--- config.mk ---
export PLATFORM = sky130hd
export DESIGN_NAME = gblp_ram
export DESIGN_NICKNAME = d
export VERILOG_FILES = /design/src/rtl/gblp_ram.sv
export SDC_FILE = /design/constraint.sdc
export NUM_CORES = 1
export LEC_CHECK = 0
export BUFFER_PORTS_ARGS = -buffer_cell sky130_fd_sc_hd__buf_2
export CORE_AREA = 3 3 318 351
export CTS_CLUSTER_DIAMETER = 80
export CTS_CLUSTER_SIZE = 28
export DETAILED_ROUTE_END_ITERATION = 8
export DIE_AREA = 0 0 321 354
export GPL_TIMING_DRIVEN = 0
export PLACE_DENSITY = 0.7
export SKIP_LAST_GASP = 1
export SLEW_MARGIN = 20
export SYNTH_ARGS = -nofsm -noshare
export SYNTH_HDL_FRONTEND = slang
export SYNTH_SLANG_ARGS = --single-unit
export TNS_END_PERCENT = 50
--- constraint.sdc ---
create_clock -name clock -period 3.3 [get_ports clock]
set_input_delay 0 -clock clock [delete_from_list [all_inputs] [get_ports clock]]
set_output_delay 0 -clock clock [all_outputs]
set_load 0.01 [all_outputs]
--- src/rtl/gblp_ram.sv ---
module gblp_ram #(
   parameter int Width = 24,
   parameter int Depth = 64
) (
   input  logic                     clock,
   input  logic                     wr_en,
   input  logic [$clog2(Depth)-1:0] wr_addr,
   input  logic [Width-1:0]         wr_data,
   input  logic [$clog2(Depth)-1:0] rd_addr,
   output logic [Width-1:0]         rd_data
);

   logic [Width-1:0] mem_ff [Depth];
   logic [Width-1:0] rd_data_ff;

   // one write port, registered read port
   always_ff @(posedge clock) begin
      if (wr_en) begin
         mem_ff[wr_addr] <= wr_data;
      end
      rd_data_ff <= mem_ff[rd_addr];
   end

   assign rd_data = rd_data_ff;

endmodule

# [Yosys cells after proc, flatten, opt, wreduce, memory -nomap -nowiden]
# Memory sizes are Yosys's and may differ from the RTL's. A register that Yosys moved wholly into a read port is not among the register bits.
# Index checks and enable logic that the tools add are counted.
[op_classes] n_mux=2
[op_table] cell="$mux W1" count=2
[totals] register_bits=0 ramBits=1536 in_bits=38 output_inout_bits=24 elab_cells=3 memories=1
[mem_list] memory="mem_ff" depth=64 width=24 rd=1 rd_ports_with_merged_regs=1 write_ports=1 line="13" source="logic [Width-1:0] mem_ff [Depth];"

# [Longest topological paths before layout]
[depth] ltp_word=2 ltp_mapped=9 depth_no_buf=5

# [Worst setup path after synthesis]
# Ideal clock, no wire load.
[synth_timing] kind="input port to flip-flop" from="input port wr_addr[3]" to="memory mem_ff[48][0], enable pin" setup_ns=0.435 arrival_ns=2.162 required_time_ns=2.865 slack_ns=0.703 path_stages=4 path_buffers=1 cell_sequence="clkbuf_1 -> nor2b_1 -> nand4b_1 -> nor3_1"
[synth_lines] element="start, declared" line="7" source="input logic [$clog2(Depth)-1:0] wr_addr,"
[synth_lines] element="end, declared" line="13"
# Straight into the memory's write port.

==> impl_results.md <==
- Number of cell rows: 127
- Synth Area per Inst: 22.7 sq um
- Parity-gate share of the synthesized area counting xor and xnor cells: 0
- Share of synthesized area occupied by flip-flops and latches: 0.786
- Data arrival time of the critical path: ~3900 ps
- Fraction of final layout cells sized beyond drive strength 1: 0.270
- Transition time of the tightest slew-check pin: around 1200 ps
- Endpoint type of the worst setup path: flip-flop
- Number of endpoints failing setup at the final stage: 0
- Worst min-delay path category: input pin to flip-flop
- Number of warnings issued by yosys: 0
- Required time at the worst-slack endpoint: 3910 ps
- Remaining number of nets flagged by the antenna check after routing: 0
- Synthesized-area fraction occupied by ao, oa, aoi and oai cells: 0.0244
- Ys async rst share: 0
- Iteration-0 DRC Markers: 3988
- First-pass iteration count of the detailed router: 6
- Maximum capacitance violations: 0
- Peak clock frequency supported by timing: between 300 and 400 MHz
- Vias in the first global route: around 29000
- Number of CTS-inserted buffers: 67
- Number of H-tree levels: 3
- Main flop type after synthesis: sky130_fd_sc_hd__edfxtp_1
- Area of all placed cells without fillers: about 66000 sq um
- Final critical path time including I/O delays and setup: 3250 ps
- Clk buf depth: 3
- Post-Syn Nets: 2648
- Number of slew-limit violations in the final report: 0
- Yosys cell types: 40
- Number of placed instances with taps included: 4153
- Worst-Skew Late Latency: roughly 670 ps
- Number of vias in the routed layout: approximately 29000
- Outcome: complete, no violations
- Final wirelength: between 100000 and 150000 um
- Global-route wire length before repair: ~210000 um
- Routability congestion estimate from global placement: a little under 0.9
- WS Path Type: input pin to flip-flop
- Dominant combinational cell family by area after synthesis: multiplexers
- Count of final hold-check violations: 0
- Total DRC errors in the routed layout: 0
- Top-level port count: 62
- Clock skew after layout: 21.8 ps
- Max-Slew Margin vs Limit: 0.227
- Die area: 114000 sq um
- Simple-gate share of the synthesized area: 0.0156
- Antenna violations before repair: 14
- Multiplexer share of the synthesized area: 0.161
- Leak: 0.0202 uW
- Clock root cell: sky130_fd_sc_hd__clkbuf_16
- Initial Utilization: 0.546
- Wire length per cell after detailed routing: 34.1 um
- Startpoint Class: input pin
- Pin count of the biggest net entering global routing: 65
- Cell area after placement: 63600 sq um
- Height of the chip: between 300 and 400 um
- Number of buffers inserted by port buffering: 54
- Post-detail-place hpwl: between 90000 and 100000 um
- Netlist area before placement: 59300 sq um
- Number of resized instances in the post-cts repair step: 0
- Final cycle utilization of the critical path: 0.984
- Critical path peak fanout: 10
- Layout filler cell count: about 7300
- Power density cells: about 500 nW/um^2
- GRT Util Overall: 0.259
- Clock-pin slew on the worst setup and hold paths: roughly 100 ps
- Overflow after GRT: 0
- CTS tree: built
- Horizontal extent of the die: around 320 um
- Vias per std cell: approximately 6.7
- Overall power: ~34000 uW
- Setup repair bufs after CTS: 0
- RSZ-0062 raised after global routing: false
- Number of nets in the layout: 2866
- Post-synthesis to final-layout area growth: 11.1%
- VDD IR-drop max: around 500 uV
- Sink Count: ~1600
- Post-layout instance count excluding filler cells: about 4300
- Cells after synthesis: ~2600
- Area of the core: 109000 sq um
- Adder-Cell Fraction of Synth Area: 0
- Seq cells post-synth: 1560
- Number of synthesized flops with an enable pin: 1536
## area by class of cell
cell class                      instances  area [sq um]  area share
Clock buffer                           79          1800      0.0273
Sequential cell                      1560         46600       0.708
Multi-Input combinational cell        906         12400       0.188
Antenna cell                           11          27.5    0.000418
Buffer                                142           769      0.0117
Inverter                                2          7.51    0.000114
Tap cell                             1419          1780      0.0270
Timing Repair Buffer                  149          2350      0.0357
Clock inverter                         12           133     0.00201
## critical path, cell delays in order
cell	delay (ps)
sky130_fd_sc_hd__buf_2	160
sky130_fd_sc_hd__buf_2	280
sky130_fd_sc_hd__buf_2	480
sky130_fd_sc_hd__clkbuf_1	780
sky130_fd_sc_hd__clkbuf_1	930
sky130_fd_sc_hd__a221oi_1	510
sky130_fd_sc_hd__a31oi_1	480
sky130_fd_sc_hd__o21a_1	220
## power breakdown
part / leakage [uW] / switching (uW) / total (uW) / internal, uW
registers: 0.0140 / 41.0 / 21900 / 21900
logic: 0.00527 / 1390 / 2170 / 777
clock network: 0.000938 / 5800 / 9770 / 3970
total: 0.0202 / 7230 / 33900 / 26600
## registers in the layout, indices dropped and copies added, names as in the netlist
register  cells
mem_ff     1536
rd_data      24
## cells by family (layout without fill, tap and decap cells)
group | after synthesis | count (layout)
and+or+nand+nor | 196 | 196
AOI/OAI and AO/OA | 207 | 207
DFF | 1560 | 1560
other | 0 | 11
buffers and inverters | 144 | 384
muxes | 503 | 503
## layer usage
| metal | up-vias | share of wire | global-route usage |
|---|---|---|---|
| met2 | 1720 | 0.49 | 0.415 |
| met3 | 294 | 0.10 | 0.0513 |
| li1 | 11474 | - | - |
| met5 | - | 0.00041 | 0 |
| met1 | 15207 | 0.37 | 0.360 |
| met4 | 8 | 0.041 | 0.0954 |
## synth_stat cells, types with 8 or more instances
cell type,n,area (sq um)
sky130_fd_sc_hd__o21a_1,13,97.6
sky130_fd_sc_hd__buf_1,13,48.8
sky130_fd_sc_hd__o22ai_1,53,332
sky130_fd_sc_hd__clkbuf_1,44,165
sky130_fd_sc_hd__nor2_1,80,300
sky130_fd_sc_hd__nor2b_1,9,56.3
sky130_fd_sc_hd__mux2_2,53,597
sky130_fd_sc_hd__and3_1,16,100
sky130_fd_sc_hd__or3_1,10,62.6
sky130_fd_sc_hd__nand2_1,36,135
sky130_fd_sc_hd__buf_4,31,233
sky130_fd_sc_hd__dfxtp_1,24,480
sky130_fd_sc_hd__a22oi_1,29,218
sky130_fd_sc_hd__nand3_1,20,100
sky130_fd_sc_hd__buf_2,45,225
sky130_fd_sc_hd__mux4_2,355,8000
sky130_fd_sc_hd__a221oi_1,52,455
sky130_fd_sc_hd__o21ai_0,12,60.1
sky130_fd_sc_hd__buf_6,8,90.1
sky130_fd_sc_hd__a21oi_1,22,110
sky130_fd_sc_hd__a31oi_1,13,81.3
sky130_fd_sc_hd__edfxtp_1,1536,46100
sky130_fd_sc_hd__mux2i_1,95,951
## final timing paths
path / start / slack (ps) / end / depth (start not counted)
worst min register to register: mem_ff[62][22] / 1090 / rd_data[22] / 5
worst max-delay path: rd_addr[1] / 50 / rd_data[10] / 8
worst min-delay path: wr_addr[2] / 120 / mem_ff[54][16] / 3
worst max register to register: mem_ff[50][10] / 750 / rd_data[10] / 5
## cells in the final DEF (no fill, tap or decap), types with 13 or more instances in the layout
master                          instances
sky130_fd_sc_hd__mux4_2               355
sky130_fd_sc_hd__buf_16                60
sky130_fd_sc_hd__clkbuf_16             70
sky130_fd_sc_hd__edfxtp_1            1536
sky130_fd_sc_hd__nand3_1               20
sky130_fd_sc_hd__dlygate4sd3_1         25
sky130_fd_sc_hd__nand2_1               36
sky130_fd_sc_hd__buf_4                 59
sky130_fd_sc_hd__clkbuf_1              52
sky130_fd_sc_hd__a31oi_1               13
sky130_fd_sc_hd__a22oi_1               29
sky130_fd_sc_hd__buf_2                 77
sky130_fd_sc_hd__o21a_1                13
sky130_fd_sc_hd__a221oi_1              52
sky130_fd_sc_hd__o22ai_1               53
sky130_fd_sc_hd__a21oi_1               22
sky130_fd_sc_hd__and3_1                16
sky130_fd_sc_hd__buf_1                 13
sky130_fd_sc_hd__mux2i_1               95
sky130_fd_sc_hd__nor2_1                18
sky130_fd_sc_hd__mux2_2                53
sky130_fd_sc_hd__nor2_4                62
sky130_fd_sc_hd__dfxtp_1               24
## what timing repair did
item	in CTS	in global routing
hold buffers	7	18
endpoints found under the setup margin	0	0
hold endpoints to repair	313	1152
## through the flow
stage / TNS, ps / setup slack, ps / hold slack (ps) / util
after global placement: -118430 / -897 / 402 / 0.564
final: 0 / 52.4 / 118 / 0.606
after global routing: 0 / 26.1 / 113 / 0.606
after detailed placement: -3520 / -440 / 397 / 0.585
after floorplan: 0 / 703 / 98.9 / -
after CTS: 0 / 297 / 51.6 / 0.604
Note: power is estimated with default switching activity, not from simulation.
