<file path="src/rtl/gblp_pkg.sv">
package gblp_pkg;

   // buffer geometry
   localparam int MaxGroupLen = 64;
   localparam int AddrW       = $clog2(MaxGroupLen);
   localparam int CountW      = $clog2(MaxGroupLen + 1);

   // arithmetic widths
   localparam int ElemW   = 24;
   localparam int GammaW  = 24;
   localparam int SumW    = 54;
   localparam int NormW   = SumW / 2;
   localparam int RadiusW = 32;
   localparam int QuoW    = ElemW;
   localparam int DvdW    = NormW + QuoW;

   // register map
   localparam int PaddrW = 3;
   localparam logic [0:0] RegGammaColumn = 1'b0;
   localparam logic [0:0] RegGammaRow    = 1'b1;
   localparam logic [GammaW-1:0] GammaReset = 24'd65536;

   typedef enum logic [2:0] {
      ST_IDLE,
      ST_ACC,
      ST_ROOT_GO,
      ST_ROOT,
      ST_READ,
      ST_MUL,
      ST_DIV,
      ST_EMIT
   } state_type;

   // start and done of a multi-cycle unit
   typedef struct packed {
      logic start;
      logic done;
   } unit_ctl_type;

endpackage

</file>
<file path="src/rtl/gblp_div.sv">
module gblp_div (
   input  logic                        clock,
   input  logic                        reset,
   input  logic                        start,
   input  logic [gblp_pkg::DvdW-1:0]   dividend,
   input  logic [gblp_pkg::NormW-1:0]  divisor,
   output logic                        done,
   output logic [gblp_pkg::QuoW-1:0]   quotient
);

   logic [gblp_pkg::NormW-1:0] rem_ff, rem_in;
   logic [gblp_pkg::NormW-1:0] dvs_ff, dvs_in;
   logic [gblp_pkg::QuoW-1:0]  low_ff, low_in;
   logic [gblp_pkg::QuoW-1:0]  quo_ff, quo_in;
   logic [4:0]                 cnt_ff, cnt_in;
   logic                       busy_ff, busy_in;
   logic                       done_ff, done_in;
   logic [gblp_pkg::NormW:0]   rem_sh;

   // quotient fits QuoW bits, so the upper dividend bits start as remainder
   always_comb begin
      rem_in  = rem_ff;
      dvs_in  = dvs_ff;
      low_in  = low_ff;
      quo_in  = quo_ff;
      cnt_in  = cnt_ff;
      busy_in = busy_ff;
      done_in = 1'b0;
      rem_sh  = {rem_ff, low_ff[gblp_pkg::QuoW-1]};
      if (start) begin
         rem_in  = dividend[gblp_pkg::DvdW-1 -: gblp_pkg::NormW];
         low_in  = dividend[gblp_pkg::QuoW-1:0];
         dvs_in  = divisor;
         quo_in  = '0;
         cnt_in  = 5'(gblp_pkg::QuoW - 1);
         busy_in = 1'b1;
      end else if (busy_ff) begin
         low_in = {low_ff[gblp_pkg::QuoW-2:0], 1'b0};
         if (rem_sh >= {1'b0, dvs_ff}) begin
            rem_in = gblp_pkg::NormW'(rem_sh - {1'b0, dvs_ff});
            quo_in = {quo_ff[gblp_pkg::QuoW-2:0], 1'b1};
         end else begin
            rem_in = rem_sh[gblp_pkg::NormW-1:0];
            quo_in = {quo_ff[gblp_pkg::QuoW-2:0], 1'b0};
         end
         cnt_in = cnt_ff - 5'd1;
         if (cnt_ff == '0) begin
            busy_in = 1'b0;
            done_in = 1'b1;
         end
      end
   end

   always_ff @(posedge clock) begin
      if (reset) begin
         busy_ff <= 1'b0;
         done_ff <= 1'b0;
      end else begin
         busy_ff <= busy_in;
         done_ff <= done_in;
      end
      rem_ff <= rem_in;
      dvs_ff <= dvs_in;
      low_ff <= low_in;
      quo_ff <= quo_in;
      cnt_ff <= cnt_in;
   end

   assign done     = done_ff;
   assign quotient = quo_ff;

endmodule

</file>
<file path="config.mk">
export PLATFORM = sky130hd
export DESIGN_NAME = gblp_div
export DESIGN_NICKNAME = d
export VERILOG_FILES = /design/src/rtl/gblp_pkg.sv /design/src/rtl/gblp_div.sv
export SDC_FILE = /design/constraint.sdc
export NUM_CORES = 1
export LEC_CHECK = 0
export BUFFER_PORTS_ARGS = -buffer_cell sky130_fd_sc_hd__buf_2
export CORE_MARGIN = 2
export CORE_UTILIZATION = 40
export CTS_BUF_LIST = sky130_fd_sc_hd__clkbuf_4
export CTS_CLUSTER_SIZE = 40
export DETAILED_ROUTE_END_ITERATION = 7
export HOLD_SLACK_MARGIN = 0.03
export PLACE_DENSITY_LB_ADDON = 0.3
export SLEW_MARGIN = 20
export SYNTH_ARGS = -nofsm -noshare
export SYNTH_HDL_FRONTEND = slang
export SYNTH_SLANG_ARGS = --single-unit
</file>
<file path="constraint.sdc">
create_clock -name clock -period 7.05 [get_ports clock]
set_input_delay 0.705 -clock clock [delete_from_list [all_inputs] [get_ports clock]]
set_output_delay 0.705 -clock clock [all_outputs]
set_load 0.02 [all_outputs]
</file>
* Yosys cells after proc, flatten, opt, wreduce, memory -nomap -nowiden
Index checks and enable logic that the tools add are counted.
** Cells by class
- Bitwise gates (word level) :: 1
- Reduce and logical (&&, ||, !) cells :: 3
- Mux-type cells :: 10
- Add/sub/neg operators :: 2
- $lt $le $gt $ge :: 1
** Operators by type and width (count)
- $mux 27 :: 3
- $mux 24 :: 2
- $ge 28x27->1 :: 1
- $sub 27x27->27 :: 1
- $logic_not 5->1 :: 1
- $mux 1 :: 5
- $sub 5x1->5 const B :: 1
- $reduce_or 3->1 :: 1
- $reduce_bool 2->1 :: 1
- $not 1->1 :: 1
** Word-level totals
- Input port bits :: 81
- Register bits :: 109
- Output and inout bits :: 25

* Logic depth before layout (Yosys ltp)
- Word-level depth :: 4
- Mapped depth :: 14
- Depth with buffers taken out :: 11

* Worst setup path after synthesis
No wires, ideal clock.
- Kind :: flip-flop to flip-flop
- From :: register dvs_ff[0] (netlist bit)
- To :: register rem_ff[20] (netlist bit), data pin
- Setup time :: 0.269 ns
- Setup slack :: 4.302 ns
- Clock period less this slack :: 2.748 ns
- Cell stages (with the launch flop) :: 14
- Arrival :: 2.480 ns
- Path buffers :: 3
- Path through :: edfxtp_1 ha_1 fa_1 nor2b_1 o31a_1 o21ai_2 o2111ai_1 a21o_1 buf_6 and2_4 buf_6 buf_6 mux2i_1 o21ai_0
** On the way
- Longest elaborated chain between the ends :: 4
- Elaborated cells between the ends (all ways) :: 5
- Those cells by class :: add/sub (1); order compare (1); mux (3)
** Ends and longest elaborated chain
- start, declared :: RTL line gblp_div.sv:12 : logic [gblp_pkg::NormW-1:0] dvs_ff, dvs_in;
- start signal, assigned :: RTL line gblp_div.sv:63 : dvs_ff <= dvs_in;
- $sub 27x27->27 or $ge 28x27->1 (tied branches) :: RTL line gblp_div.sv:40, gblp_div.sv:39
- $mux 27 * :: RTL line gblp_div.sv:39 : if (rem_sh >= {1'b0, dvs_ff}) begin
- $mux 27 * :: RTL line gblp_div.sv:37 : end else if (busy_ff) begin
- $mux 27 * :: RTL line gblp_div.sv:30 : if (start) begin
- named net rem_in (one bit) :: RTL line gblp_div.sv:11 : logic [gblp_pkg::NormW-1:0] rem_ff, rem_in;
- end signal, assigned :: RTL line gblp_div.sv:62 : rem_ff <= rem_in;
- end, declared :: RTL line gblp_div.sv:11
Mark *: on every way through the listed nets, which the timed path passes. The rest lies on a longest branch. The select of a mux whose other input is x is not followed.
A chain may end at the register's enable or synchronous reset.

* Worst setup path after layout
- From :: register dvs_ff[0] (netlist bit)
- To :: register rem_ff[24] (netlist bit), data pin
Same word-level chain as after synthesis.

==> results.tsv <==
stage	metric	value	unit
run_status	status	finished, final reports clean	
logic_synthesis	synth-seq-cells	109	
logic_synthesis	synth_cell_types	57	
timing	slew_headroom	0.450	
cells_and_area	area_delta_synth_final	13.1	%
timing	min_period_over_period	0.471	
grt	grt_first_pass_wirelength	21.0	mm
clock_network	cts_tree	yes	
setup_path	timing.rr.end	rem_ff[24]	
timing	finalSetupViolations	0	
cells_and_area	n_fill_cell	1389	
die	dieArea	0.0158	mm²
clock_network	cts-root-buf	clkbuf_4	
drt	wl_per_cell	15.1	µm
drt	num_vias	4425	
timing	drv_slew	0	
timing	finalWorstSetupSlack	3730	ps
grt	grt_antenna_before_repair	1	
timing	skew	17.8	ps
power	vdd_drop_max	0.132	mV
drt	ant_nets	0	
logic_synthesis	synth_cells	551	
clock_network	cts_made_buffers	9	
drt	wl	12.6	mm
clock_network	clkLatencyLatePin	480	ps
setup_path	crit_required	7310	ps
timing	final-hold-violation-count	0	
setup_path	crit_fanout	12	
cells_and_area	diodes	0	
worst_hold_path	hold_end	busy_ff	
run	max-cap-violations	0	
drt	drc	0	
timing	worstMarginPinSlew	820	ps
placement	place_congestion	0.821	
setup_path	worst_setup_path_end_kind	register	
logic_synthesis	ys_seq_area_frac	0.501	
die	row_count	44	
timing	rsz0062_at_grt	no	
worst_hold_path	min_path_type	in -> reg	
die	dieWidth	126	µm
logic_synthesis	synth_ff_type	edfxtp_1	
logic_synthesis	synth_nets	661	
logic_synthesis	yosysWarnings	0	
cells_and_area	final_layout_size_suffix_gt1_frac	0.242	
grt	grt_overflow_total	0	
setup_path	critPathKind	reg -> reg	
grt	grt_max_degree	63	
power	p_per_area	311	mW/mm²
placement	place_ws	3740	ps
placement	hpwl	9.03	mm
grt	grt_pass1_vias	4420	
clock_network	cts.sinks	109	
logic_synthesis	async_flop_share	0	
cells_and_area	mostFrequentLayoutCells	104 x buf_2, 78 x edfxtp_1, 52 x nor2_1	
timing	fin_tns_setup	0	ps
clock_network	clockBufferDepth	2	
drt	firstDrtPassIters	5	
setup_path	reg2reg_from	dvs_ff[0]	
logic_synthesis	synth_edf_count	78	
drt	first_iter_violations	293	
setup_path	cp-start-kind	register	
setup_path	rrSetupSlack	3730	ps
worst_hold_path	min-delay-start	reset	
die	die_y	126	µm
placement	port_buffers	105	
logic_synthesis	syn_avg_cell_area	10.7	µm²
cells_and_area	final_common_cell	buf_2	
timing	fmax	301	MHz
cells_and_area	fin_nets	754	
timing	min_period	3320	ps
clock_network	clk_pin_slew	160	ps
die	pin_count	106	
clock_network	postCtsSetupBuffers	0	
clock_network	cts_resized	0	
drt	viasPerCell	5.31	
setup_path	worst_ep_arrival_time	3580	ps
die	start_util	0.408	
grt	grtUsageTotal	0.164	
die	core-area	0.0145	mm²
power	p_leak	2.90	nW
clock_network	cts_htree_levels	3	
worst_hold_path	min_path_cells	2	
clock_network	holdBufCountCts	0	
logic_synthesis	synth_area	0.00591	mm²
setup_path	rr_worst_depth	10	
power	finalPower	2.08	mW
==> critical path: stages, from the launching register on <==
cell and delay [ps]:
edfxtp_1 410, ha_1 240, fa_1 410, nor2b_1 160, o31a_1 250, o21ai_2 110, o2111ai_1 210, a21o_1 310
nand2_1 390, and3_1 350, a221o_1 260
==> layer usage <==
| metal | GRT usage | up-vias | wire (µm) |
|---|---|---|---|
| met5 | 0 | - | 7 |
| met4 | 0.0451 | 2 | 201 |
| met3 | 0.0663 | 18 | 1050 |
| met2 | 0.259 | 133 | 5750 |
| met1 | 0.208 | 2087 | 5590 |
| li1 | - | 2185 | - |
==> cells in the mapped netlist (3+ instances only) <==
| library cell | number | area (µm²) |
|---|---|---|
| nor2_1 | 52 | 195 |
| ha_1 | 28 | 350 |
| xor2_1 | 4 | 35.0 |
| a211oi_1 | 3 | 22.5 |
| o211ai_1 | 3 | 22.5 |
| nand4_1 | 7 | 43.8 |
| nor3_1 | 13 | 65.1 |
| a21o_1 | 11 | 82.6 |
| nand3_1 | 11 | 55.1 |
| a21oi_1 | 28 | 140 |
| mux2i_1 | 39 | 390 |
| or3_1 | 3 | 18.8 |
| o31ai_1 | 3 | 22.5 |
| a31oi_1 | 11 | 68.8 |
| and2_1 | 5 | 31.3 |
| edfxtp_1 | 78 | 2340 |
| buf_1 | 3 | 11.3 |
| nand2_1 | 39 | 146 |
| clkbuf_1 | 17 | 63.8 |
| mux2_2 | 25 | 282 |
| dfxtp_1 | 31 | 621 |
| o21ai_0 | 26 | 130 |
| o21a_1 | 4 | 30.0 |
| nor2b_1 | 4 | 25.0 |
| nand2b_1 | 4 | 25.0 |
| buf_6 | 4 | 45.0 |
| xnor2_1 | 17 | 149 |
| and3_1 | 4 | 25.0 |
| a2bb2oi_1 | 4 | 35.0 |
| inv_1 | 35 | 131 |
==> where the power goes <==
group	switching, mW	total [mW]	internal, mW
combinational	0.530	0.927	0.398
sequential	0.0467	0.853	0.806
clock	0.211	0.296	0.0857
==> logic make-up (layout without fill, tap and decap cells) <==
group,count (synthesis),after routing,share of synthesized area
simple gates,151,151,0.119
flops,109,109,0.501
mux,64,64,0.114
buf+inv,62,160,0.0449
compound gates,115,115,0.127
fa+ha+maj,29,29,0.0627
xor+xnor,21,21,0.0311
==> flip-flops by register name, indices dropped and copies added (netlist names) <==
| register | flops |
|---|---|
| dvs_ff | 27 |
| rem_ff | 27 |
| low_ff | 24 |
| quotient | 24 |
| cnt_ff | 5 |
| busy_ff | 1 |
| done | 1 |
==> cell type report <==
| cell class | count | area (µm²) | share of cell area |
|---|---|---|---|
| Inverter | 36 | 135 | 0.0202 |
| Sequential cell | 109 | 2960 | 0.443 |
| Multi-Input combinational cell | 380 | 2680 | 0.401 |
| Timing Repair Buffer | 108 | 551 | 0.0824 |
| Clock inverter | 5 | 41.3 | 0.00618 |
| Tap cell | 184 | 230 | 0.0344 |
| Clock buffer | 11 | 82.6 | 0.0124 |
==> worst max-delay path by stage <==
stage | start | to | slack [ps] | depth (start not counted)
after detailed placement | dvs_ff[0] | rem_ff[24] | 3740 | 10
final | dvs_ff[0] | rem_ff[24] | 3730 | 10
after floorplan | dvs_ff[0] | rem_ff[20] | 4300 | 13
after global placement | dvs_ff[0] | rem_ff[24] | 3880 | 10
after global routing | low_ff[23] | rem_ff[24] | 3500 | 11
after CTS | dvs_ff[0] | rem_ff[24] | 3710 | 10
==> through the flow <==
step	std cells	area [µm²]	utilization	hold slack, ps
finish	833	6680	0.462	368
global route	833	6680	0.462	307
CTS	833	6680	0.462	321
detailed placement	817	6560	0.453	504
global placement	817	6560	0.453	470
floorplan	551	5910	-	468
No activity file was read; power rests on OpenSTA's default activity.
