<file path="config.mk">
export PLATFORM = sky130hd
export DESIGN_NAME = gblp_sqrt
export DESIGN_NICKNAME = d
export VERILOG_FILES = /design/src/rtl/gblp_pkg.sv /design/src/rtl/gblp_sqrt.sv
export SDC_FILE = /design/constraint.sdc
export NUM_CORES = 1
export LEC_CHECK = 0
export BUFFER_PORTS_ARGS = -buffer_cell sky130_fd_sc_hd__clkbuf_2
export CELL_PAD_IN_SITES_DETAIL_PLACEMENT = 0
export CELL_PAD_IN_SITES_GLOBAL_PLACEMENT = 1
export CORE_MARGIN = 3
export CORE_UTILIZATION = 49
export CTS_CLUSTER_SIZE = 12
export DETAILED_ROUTE_END_ITERATION = 10
export PLACE_DENSITY = 0.88
export SLEW_MARGIN = 10
export SYNTH_ARGS = -nofsm -noshare
export SYNTH_HDL_FRONTEND = slang
export SYNTH_SLANG_ARGS = --single-unit
</file>
<file path="constraint.sdc">
create_clock -name clock -period 5.4 [get_ports clock]
set_clock_uncertainty 0.05 [all_clocks]
set_input_delay 0.54 -clock clock [delete_from_list [all_inputs] [get_ports clock]]
set_output_delay 0.54 -clock clock [all_outputs]
set_load 0.01 [all_outputs]
</file>
<file path="src/rtl/gblp_pkg.sv">
package gblp_pkg;

   // buffer geometry
   localparam int MaxGroupLen = 64;
   localparam int AddrW       = $clog2(MaxGroupLen);
   localparam int CountW      = $clog2(MaxGroupLen + 1);

   // arithmetic widths
   localparam int ElemW   = 24;
   localparam int GammaW  = 24;
   localparam int SumW    = 54;
   localparam int NormW   = SumW / 2;
   localparam int RadiusW = 32;
   localparam int QuoW    = ElemW;
   localparam int DvdW    = NormW + QuoW;

   // register map
   localparam int PaddrW = 3;
   localparam logic [0:0] RegGammaColumn = 1'b0;
   localparam logic [0:0] RegGammaRow    = 1'b1;
   localparam logic [GammaW-1:0] GammaReset = 24'd65536;

   typedef enum logic [2:0] {
      ST_IDLE,
      ST_ACC,
      ST_ROOT_GO,
      ST_ROOT,
      ST_READ,
      ST_MUL,
      ST_DIV,
      ST_EMIT
   } state_type;

   // start and done of a multi-cycle unit
   typedef struct packed {
      logic start;
      logic done;
   } unit_ctl_type;

endpackage

</file>
<file path="src/rtl/gblp_sqrt.sv">
module gblp_sqrt (
   input  logic                        clock,
   input  logic                        reset,
   input  logic                        start,
   input  logic [gblp_pkg::SumW-1:0]   radicand,
   output logic                        done,
   output logic [gblp_pkg::NormW-1:0]  root
);

   logic [gblp_pkg::SumW-1:0]    rad_ff, rad_in;
   logic [gblp_pkg::NormW+2:0]   rem_ff, rem_in;
   logic [gblp_pkg::NormW-1:0]   root_ff, root_in;
   logic [4:0]                   cnt_ff, cnt_in;
   logic                         busy_ff, busy_in;
   logic                         done_ff, done_in;
   logic [gblp_pkg::NormW+2:0]   rem_sh;
   logic [gblp_pkg::NormW+2:0]   trial;

   // one result bit per cycle, restoring method
   always_comb begin
      rad_in  = rad_ff;
      rem_in  = rem_ff;
      root_in = root_ff;
      cnt_in  = cnt_ff;
      busy_in = busy_ff;
      done_in = 1'b0;
      rem_sh  = {rem_ff[gblp_pkg::NormW:0], rad_ff[gblp_pkg::SumW-1 -: 2]};
      trial   = {1'b0, root_ff, 2'b01};
      if (start) begin
         rad_in  = radicand;
         rem_in  = '0;
         root_in = '0;
         cnt_in  = 5'(gblp_pkg::NormW - 1);
         busy_in = 1'b1;
      end else if (busy_ff) begin
         rad_in = {rad_ff[gblp_pkg::SumW-3:0], 2'b00};
         if (rem_sh >= trial) begin
            rem_in  = rem_sh - trial;
            root_in = {root_ff[gblp_pkg::NormW-2:0], 1'b1};
         end else begin
            rem_in  = rem_sh;
            root_in = {root_ff[gblp_pkg::NormW-2:0], 1'b0};
         end
         cnt_in = cnt_ff - 5'd1;
         if (cnt_ff == '0) begin
            busy_in = 1'b0;
            done_in = 1'b1;
         end
      end
   end

   always_ff @(posedge clock) begin
      if (reset) begin
         busy_ff <= 1'b0;
         done_ff <= 1'b0;
      end else begin
         busy_ff <= busy_in;
         done_ff <= done_in;
      end
      rad_ff  <= rad_in;
      rem_ff  <= rem_in;
      root_ff <= root_in;
      cnt_ff  <= cnt_in;
   end

   assign done = done_ff;
   assign root = root_ff;

endmodule

</file>
## Word-level counts from Yosys, hierarchy flattened

Index checks and enable logic that the tools add are counted.

- Input port bits: 57
- Register bits: 116
- Output and inout port bits: 28
- Logic and storage cells: 21

- Reductions and logical operators: 3
- Add/sub/neg operators: 2
- Order comparisons: 1
- Multiplexer cells: 8
- Bitwise operators: 1

Operator list:

| operator | number |
|---|---|
| $mux 54 | 2 |
| $ge 30x29->1 | 1 |
| $mux 28 | 1 |
| $sub 28x28->28 | 1 |
| $logic_not 5->1 | 1 |
| $mux 1 | 5 |
| $sub 5x1->5 const B | 1 |
| $reduce_or 3->1 | 1 |
| $reduce_bool 2->1 | 1 |
| $not 1->1 | 1 |

## Longest topological paths before layout

Gate-level depths: netlist of run 1.

- Depth after elaboration: 4
- Depth in mapped cells: 13
- Mapped depth without buffers: 10

## Least setup slack after synthesis of run 1

Ideal clock, no wire load.

- Path kind: reg-to-reg
- Start: register root_ff, in the netlist root[0]
- End: register rem_ff[24] in the netlist's numbering
- Data required time: 5,214 ps
- Setup time: 136 ps
- Slack: 2,706 ps
- Cell stages (with the launch flop): 12
- Clock period less this slack: 2,694 ps
- Data arrival time: 2,508 ps
- Buffers on the path: 1
- Path through: dfxtp_1 inv_1 ha_1 nor2b_4 o31a_1 o21ai_2 a21oi_2 o41ai_2 nand4b_2 buf_2 a211oi_1 a211oi_1

- Cells in the longest elaborated chain, start to end: 2
- Elaborated cells between the ends (all ways): 3
- Those cells by class: 1 x add/sub; 1 x order compare; 1 x mux

RTL lines:

| item | line | source |
|---|---|---|
| start, declared | gblp_sqrt.sv:12 | `logic [gblp_pkg::NormW-1:0] root_ff, root_in;` |
| start signal, assigned | gblp_sqrt.sv:62 | `root_ff <= root_in;` |
| $sub 28x28->28 / $ge 30x29->1 (equally long branches) | gblp_sqrt.sv:38, gblp_sqrt.sv:37 |  |
| $mux 28 (*) | gblp_sqrt.sv:37 | `if (rem_sh >= trial) begin` |
| end signal, assigned | gblp_sqrt.sv:61 | `rem_ff <= rem_in;` |
| end, declared | gblp_sqrt.sv:11 | `logic [gblp_pkg::NormW+2:0] rem_ff, rem_in;` |

Mark *: on every way between the ends. The rest lies on a longest branch, timed or not.
A chain may end at the register's enable or synchronous reset.

## Worst setup path after layout of run 1

- Start: register root_ff, in the netlist root[0]
- End: register rem_ff[2] in the netlist's numbering

Same word-level chain as after synthesis.

==> results_dict.tcl, run 1 <==
set metrics [dict create \
    synth_top_cell_area_share_pct 24.7 \
    slew_headroom_pct 27.4 \
    synth_area_leaders "edfxtp_1 25%, dfxtp_1 19%, mux2_2 8.9%, ha_1 5.9%, mux2i_1 4.1%" \
    placed_cell_area_um2 7070 \
    grt_pass1_vias 5252 \
    syn-num-nets 739 \
    critPathArrivalTime_ns 3.74 \
    setup_violations 0 \
    cts_root_buffer "clkbuf_16" \
    avgSynthCellArea_um2 10.1 \
    synth_edf_count 54 \
    crit_slowest_cell "and4b_1" \
    p_total_mw 4.66 \
    cts.clk_slew.worst_paths_ns 0.06 \
    cts_tree "done" \
    synth-seq-cells 116 \
    slew_viol_final 0 \
    pin_count 85 \
    instances_no_fill 908 \
    critPathTopFamily "compound AO/OA/AOI/OAI gates" \
    setup_tns_ns 0 \
    critPathMaxFanout 18 \
    drt-wirelength-per-cell_um 17.0 \
    worst_slack_ns 1.91 \
    gp_congestion 0.901 \
    num_antenna_cells 0 \
    hold_buffers 0 \
    initial_core_util_pct 51.0 \
    fp.dieArea_um2 14800 \
    cts_resized 0 \
    drc_errors 0 \
    end_kind "register" \
    clk_path_buf_depth 2 \
    leakagePower_nw 3.10 \
    grt_first_pass_wirelength_um 25400 \
    outcome "finished, final reports clean" \
    synth_area_leader_cell "edfxtp_1" \
    vias 5291 \
    required_ns 5.65 \
    drt-initial-drc-count 371 \
    ant_nets 0 \
    hold_class "in -> reg" \
    area_growth_pct 16.8 \
    core-area_um2 12900 \
    dp_cells 876 \
    clock.fmax_mhz 286 \
    slowest_delay_ns 0.83 \
    crit_path_start_kind "register" \
    rsz0062_at_grt "no" \
    netlist_instances 651 \
    die_w_um 122 \
    clock_latency_ns 0.42 \
    crit_buf_inv 1 \
    syn_area_um2 6560 \
    clkSinkCount 116 \
    place_hpwl_um 10600 \
    timing.final.crit_share_pct 64.7 \
    routed_via_density 5.83 \
    track_usage_pct 21.5 \
    tightest_slew_ns 1.09 \
    cts_setup_buffers 0 \
    portBuffers 84 \
    rows 41 \
    holdWs_ns 0.242 \
    powerDensity_nw_per_um2 608 \
    nets 811 \
    cts_buffers 17 \
    seq_area_frac_synth_pct 43.6 \
    crit_type "reg -> reg" \
    grt-ovfl-total 0 \
    ir_worst_vdd_mv 0.393 \
    post-place-ws_ns 1.90 \
    antenna_found_initial 0 \
    hold_viol_final 0 \
    htree_levels 4 \
    die_h_um 122 \
    grt_max_degree 78 \
    drive_gt1_share_pct 26.6 \
    ys_types 63 \
    yosysWarnings 0 \
    ys.flop_type "dfxtp_1" \
    yosysMostFrequentCell "nor2_1" \
    async_reset_ff_share_pct 0 \
    dr.pass1.iters 5 \
    fin_crit_ns 3.49 \
    final_util_pct 59.5 \
    wirelength_um 15400 \
    final_area_um2 7660 \
    maxCapViolations 0 \
    path_cells "inv_1, ha_1, nor2b_4, o31a_1, o21ai_2, a21oi_2, o41ai_2, and4b_1, nor2_2, a221o_1" \
    synth_commonest_cells "66 x nor2_1, 62 x dfxtp_1, 54 x edfxtp_1" \
]
-- flip-flops by register name (all words and copies together), names as in the netlist --
| register | count |
|---|---|
| busy_ff | 1 |
| rem_ff | 28 |
| root | 27 |
| rad_ff | 54 |
| done | 1 |
| cnt_ff | 5 |
-- per-layer routing --
| layer | track usage, % | up-vias | wire length (µm) |
|---|---|---|---|
| li1 | - | 2561 | - |
| met5 | 0 | - | 0 |
| met1 | 26.7 | 2515 | 6680 |
| met2 | 34.7 | 179 | 7230 |
| met3 | 6.73 | 36 | 1120 |
| met4 | 8.54 | 0 | 387 |
-- cells in the final DEF, fill, tap and decap left out, drive strengths merged, types with 6 or more instances in the layout --
cell / Yosys / routed
nand4: 7 / 7
clkinv: 1 / 6
and3: 10 / 10
edfxtp: 54 / 54
nor2: 67 / 67
ha: 31 / 31
o21ai: 32 / 32
a311oi: 12 / 12
a221o: 6 / 6
xor2: 6 / 6
dfxtp: 62 / 62
clkbuf: 23 / 100
xnor2: 17 / 17
a211oi: 15 / 15
nor3: 7 / 7
nand2: 38 / 38
a21o: 11 / 11
inv: 40 / 46
nand3: 20 / 20
mux2: 52 / 52
mux2i: 27 / 27
a21oi: 40 / 40
-- logic make-up (layout without fill, tap and decap cells) --
group	Yosys count	count (layout)	synth area share, %
fa+ha+maj	31	31	5.91
buf+inv	75	160	4.75
simple gates	175	175	12.8
xor+xnor	23	23	3.07
flops	116	116	43.6
mux	79	79	13.0
compound gates	152	152	16.8
-- area by class of cell --
| cell class | count | area [µm²] |
|---|---|---|
| fill | 1093 | 5210 |
| multi-input combinational | 460 | 3390 |
| sequential | 116 | 2860 |
| timing repair buffer | 87 | 445 |
| clock buffer | 17 | 425 |
| tap | 172 | 215 |
| clock inverter | 15 | 171 |
| inverter | 41 | 154 |
-- report_power, final --
part	internal [mW]	switching, mW
Combinational	0.910	1.46
Clock	0.690	0.440
Sequential	1.06	0.0929
Total	2.66	2.00
-- final timing paths --
check / slack [ns] / to / cells after the start / from
worst max-delay path: 1.91 / rem_ff[2] / 10 / root[0]
worst min-delay path: 0.24 / busy_ff / 2 / reset
worst max register to register: 1.91 / rem_ff[2] / 10 / root[0]
worst min register to register: 0.45 / rem_ff[17] / 2 / rem_ff[17]
(Power assumes the default switching activity.)
==> run 2: changes to the inputs <==
- CORE_UTILIZATION: 49 -> 46
- PLACE_DENSITY: 0.88 -> 0.83
- clock period: 5.4 -> 3.6 ns (I/O delays scaled with it)
==> results_dict.tcl, run 2 (same netlist as run 1, synthesis figures left out) <==
set metrics [dict create \
    critPathArrivalTime_ns 3.48 \
    num_antenna_cells 0 \
    drive_gt1_share_pct 27.2 \
    critPathTopFamily "compound AO/OA/AOI/OAI gates" \
    required_ns 3.87 \
    setup_tns_ns 0 \
    nets 817 \
    slew_viol_final 0 \
    path_cells "inv_1, ha_1, nor2b_4, o31a_1, o21ai_2, a21oi_2, o41ai_2, and4b_1, buf_4, o21ai_1, a311oi_2" \
    area_growth_pct 18.4 \
    rsz0062_at_grt "no" \
    final_util_pct 55.8 \
    drc_errors 0 \
    cts_buffers 17 \
    hold_viol_final 0 \
    cts_setup_buffers 0 \
    dr.pass1.iters 5 \
    htree_levels 4 \
    crit_slowest_cell "and4b_1" \
    antenna_found_initial 0 \
    crit_path_start_kind "register" \
    hold_buffers 0 \
    regMostFlops "rad_ff" \
    grt-ovfl-total 0 \
    drt-initial-drc-count 408 \
    portBuffers 84 \
    drt-wirelength-per-cell_um 17.1 \
    die_h_um 125 \
    largest_reg_flops 54 \
    rrSetupSlack_ns 0.40 \
    clkSinkCount 116 \
    outcome "finished, final reports clean" \
    place_hpwl_um 10900 \
    routed_via_density 5.74 \
    grt_max_degree 59 \
    track_usage_pct 20.7 \
    multi_input_area_um2 3390 \
    slowest_delay_ns 0.50 \
    hold_class "in -> reg" \
    grt_pass1_vias 5396 \
    gp_congestion 0.919 \
    crit_buf_inv 2 \
    grt_first_pass_wirelength_um 26500 \
    setup_violations 0 \
    clk_path_buf_depth 2 \
    rows 43 \
    leakagePower_nw 3.17 \
    cts_tree "done" \
    fp.dieArea_um2 15700 \
    tightest_slew_ns 0.884 \
    fin_crit_ns 3.20 \
    slew_headroom_pct 40.8 \
    final_cell_mix "83 x clkbuf_2, 66 x nor2_1, 61 x dfxtp_1, 54 x edfxtp_1, 52 x mux2_2" \
    final_common_cell "clkbuf_2" \
    clock.fmax_mhz 312 \
    pin_count 85 \
    critPathMaxFanout 10 \
    timing.final.crit_share_pct 89.0 \
    powerDensity_nw_per_um2 932 \
    crit_type "reg -> reg" \
    n_fill_cell 1214 \
    core-area_um2 13900 \
    ir_worst_vdd_mv 0.592 \
    cts.clk_slew.worst_paths_ns 0.06 \
    ant_nets 0 \
    vias 5288 \
    maxCapViolations 0 \
    end_kind "register" \
    cts_resized 0 \
    cts_root_buffer "clkbuf_16" \
    final-seq-area_um2 2860 \
    wirelength_um 15800 \
    clock_latency_ns 0.43 \
    initial_core_util_pct 47.1 \
    die_w_um 125 \
]
==> run 2: cell count changes in the layout (fill, tap and decap cells not counted), sizes merged <==
| cell | change |
|---|---|
| buf | +6 |
| bufinv | +1 |
| clkinv | -3 |
| clkinvlp | -2 |
| inv | +4 |
==> run 2: worst paths after layout <==
check | cells after the start | end | from
max reg2reg | 11 | rem_ff[12] | root[0]
min | 2 | busy_ff | reset
min reg2reg | 2 | cnt_ff[1] | cnt_ff[1]
max | 11 | rem_ff[12] | root[0]
==> run 2: area by class of cell <==
| cell class | count | area share (%) |
|---|---|---|
| inverter | 41 | 1.98 |
| clock buffer | 17 | 5.47 |
| timing repair buffer | 93 | 6.47 |
| sequential | 116 | 36.9 |
| clock inverter | 15 | 2.70 |
| multi-input combinational | 460 | 43.6 |
| tap | 180 | 2.90 |
==> run 2: worst register-to-register path: cells and delay by family (launching register included) <==
kind | cells | cell delay [ns]
AO/OA/AOI/OAI | 6 | 1.35
AND/OR/NAND/NOR | 2 | 0.66
buffers and inverters | 2 | 0.35
flip-flops | 1 | 0.35
adder cells (fa/ha/maj) | 1 | 0.35
==> run 2: where the power goes <==
group	total (mW)	switching, mW	internal [mW]
combinational	3.67	2.25	1.42
clock	1.83	0.701	1.13
sequential	1.74	0.152	1.59
==> run 2: routing by layer <==
metal / GRT usage, % / up-vias / share of wire [%]
li1: - / 2571 / -
met1: 26.2 / 2503 / 43
met2: 32.8 / 176 / 46
met3: 6.54 / 38 / 7.4
met4: 8.86 / 0 / 2.8
met5: 0 / - / 0
==> run 2: per-stage QoR <==
step           cells  area (µm²)  total power [mW]  setup slack, ns  hold WS, ns
5_1_grt          922        7770              7.70            0.156       0.0654
4_1_cts          922        7770              7.20            0.398       0.0457
3_5_place_dp     890        7140              5.34            0.460        0.447
3_3_place_gp     890        7140              5.32            0.572        0.428
2_1_floorplan    651        6560              4.56            0.906        0.382
6_report         922        7770              7.24            0.397       0.0588
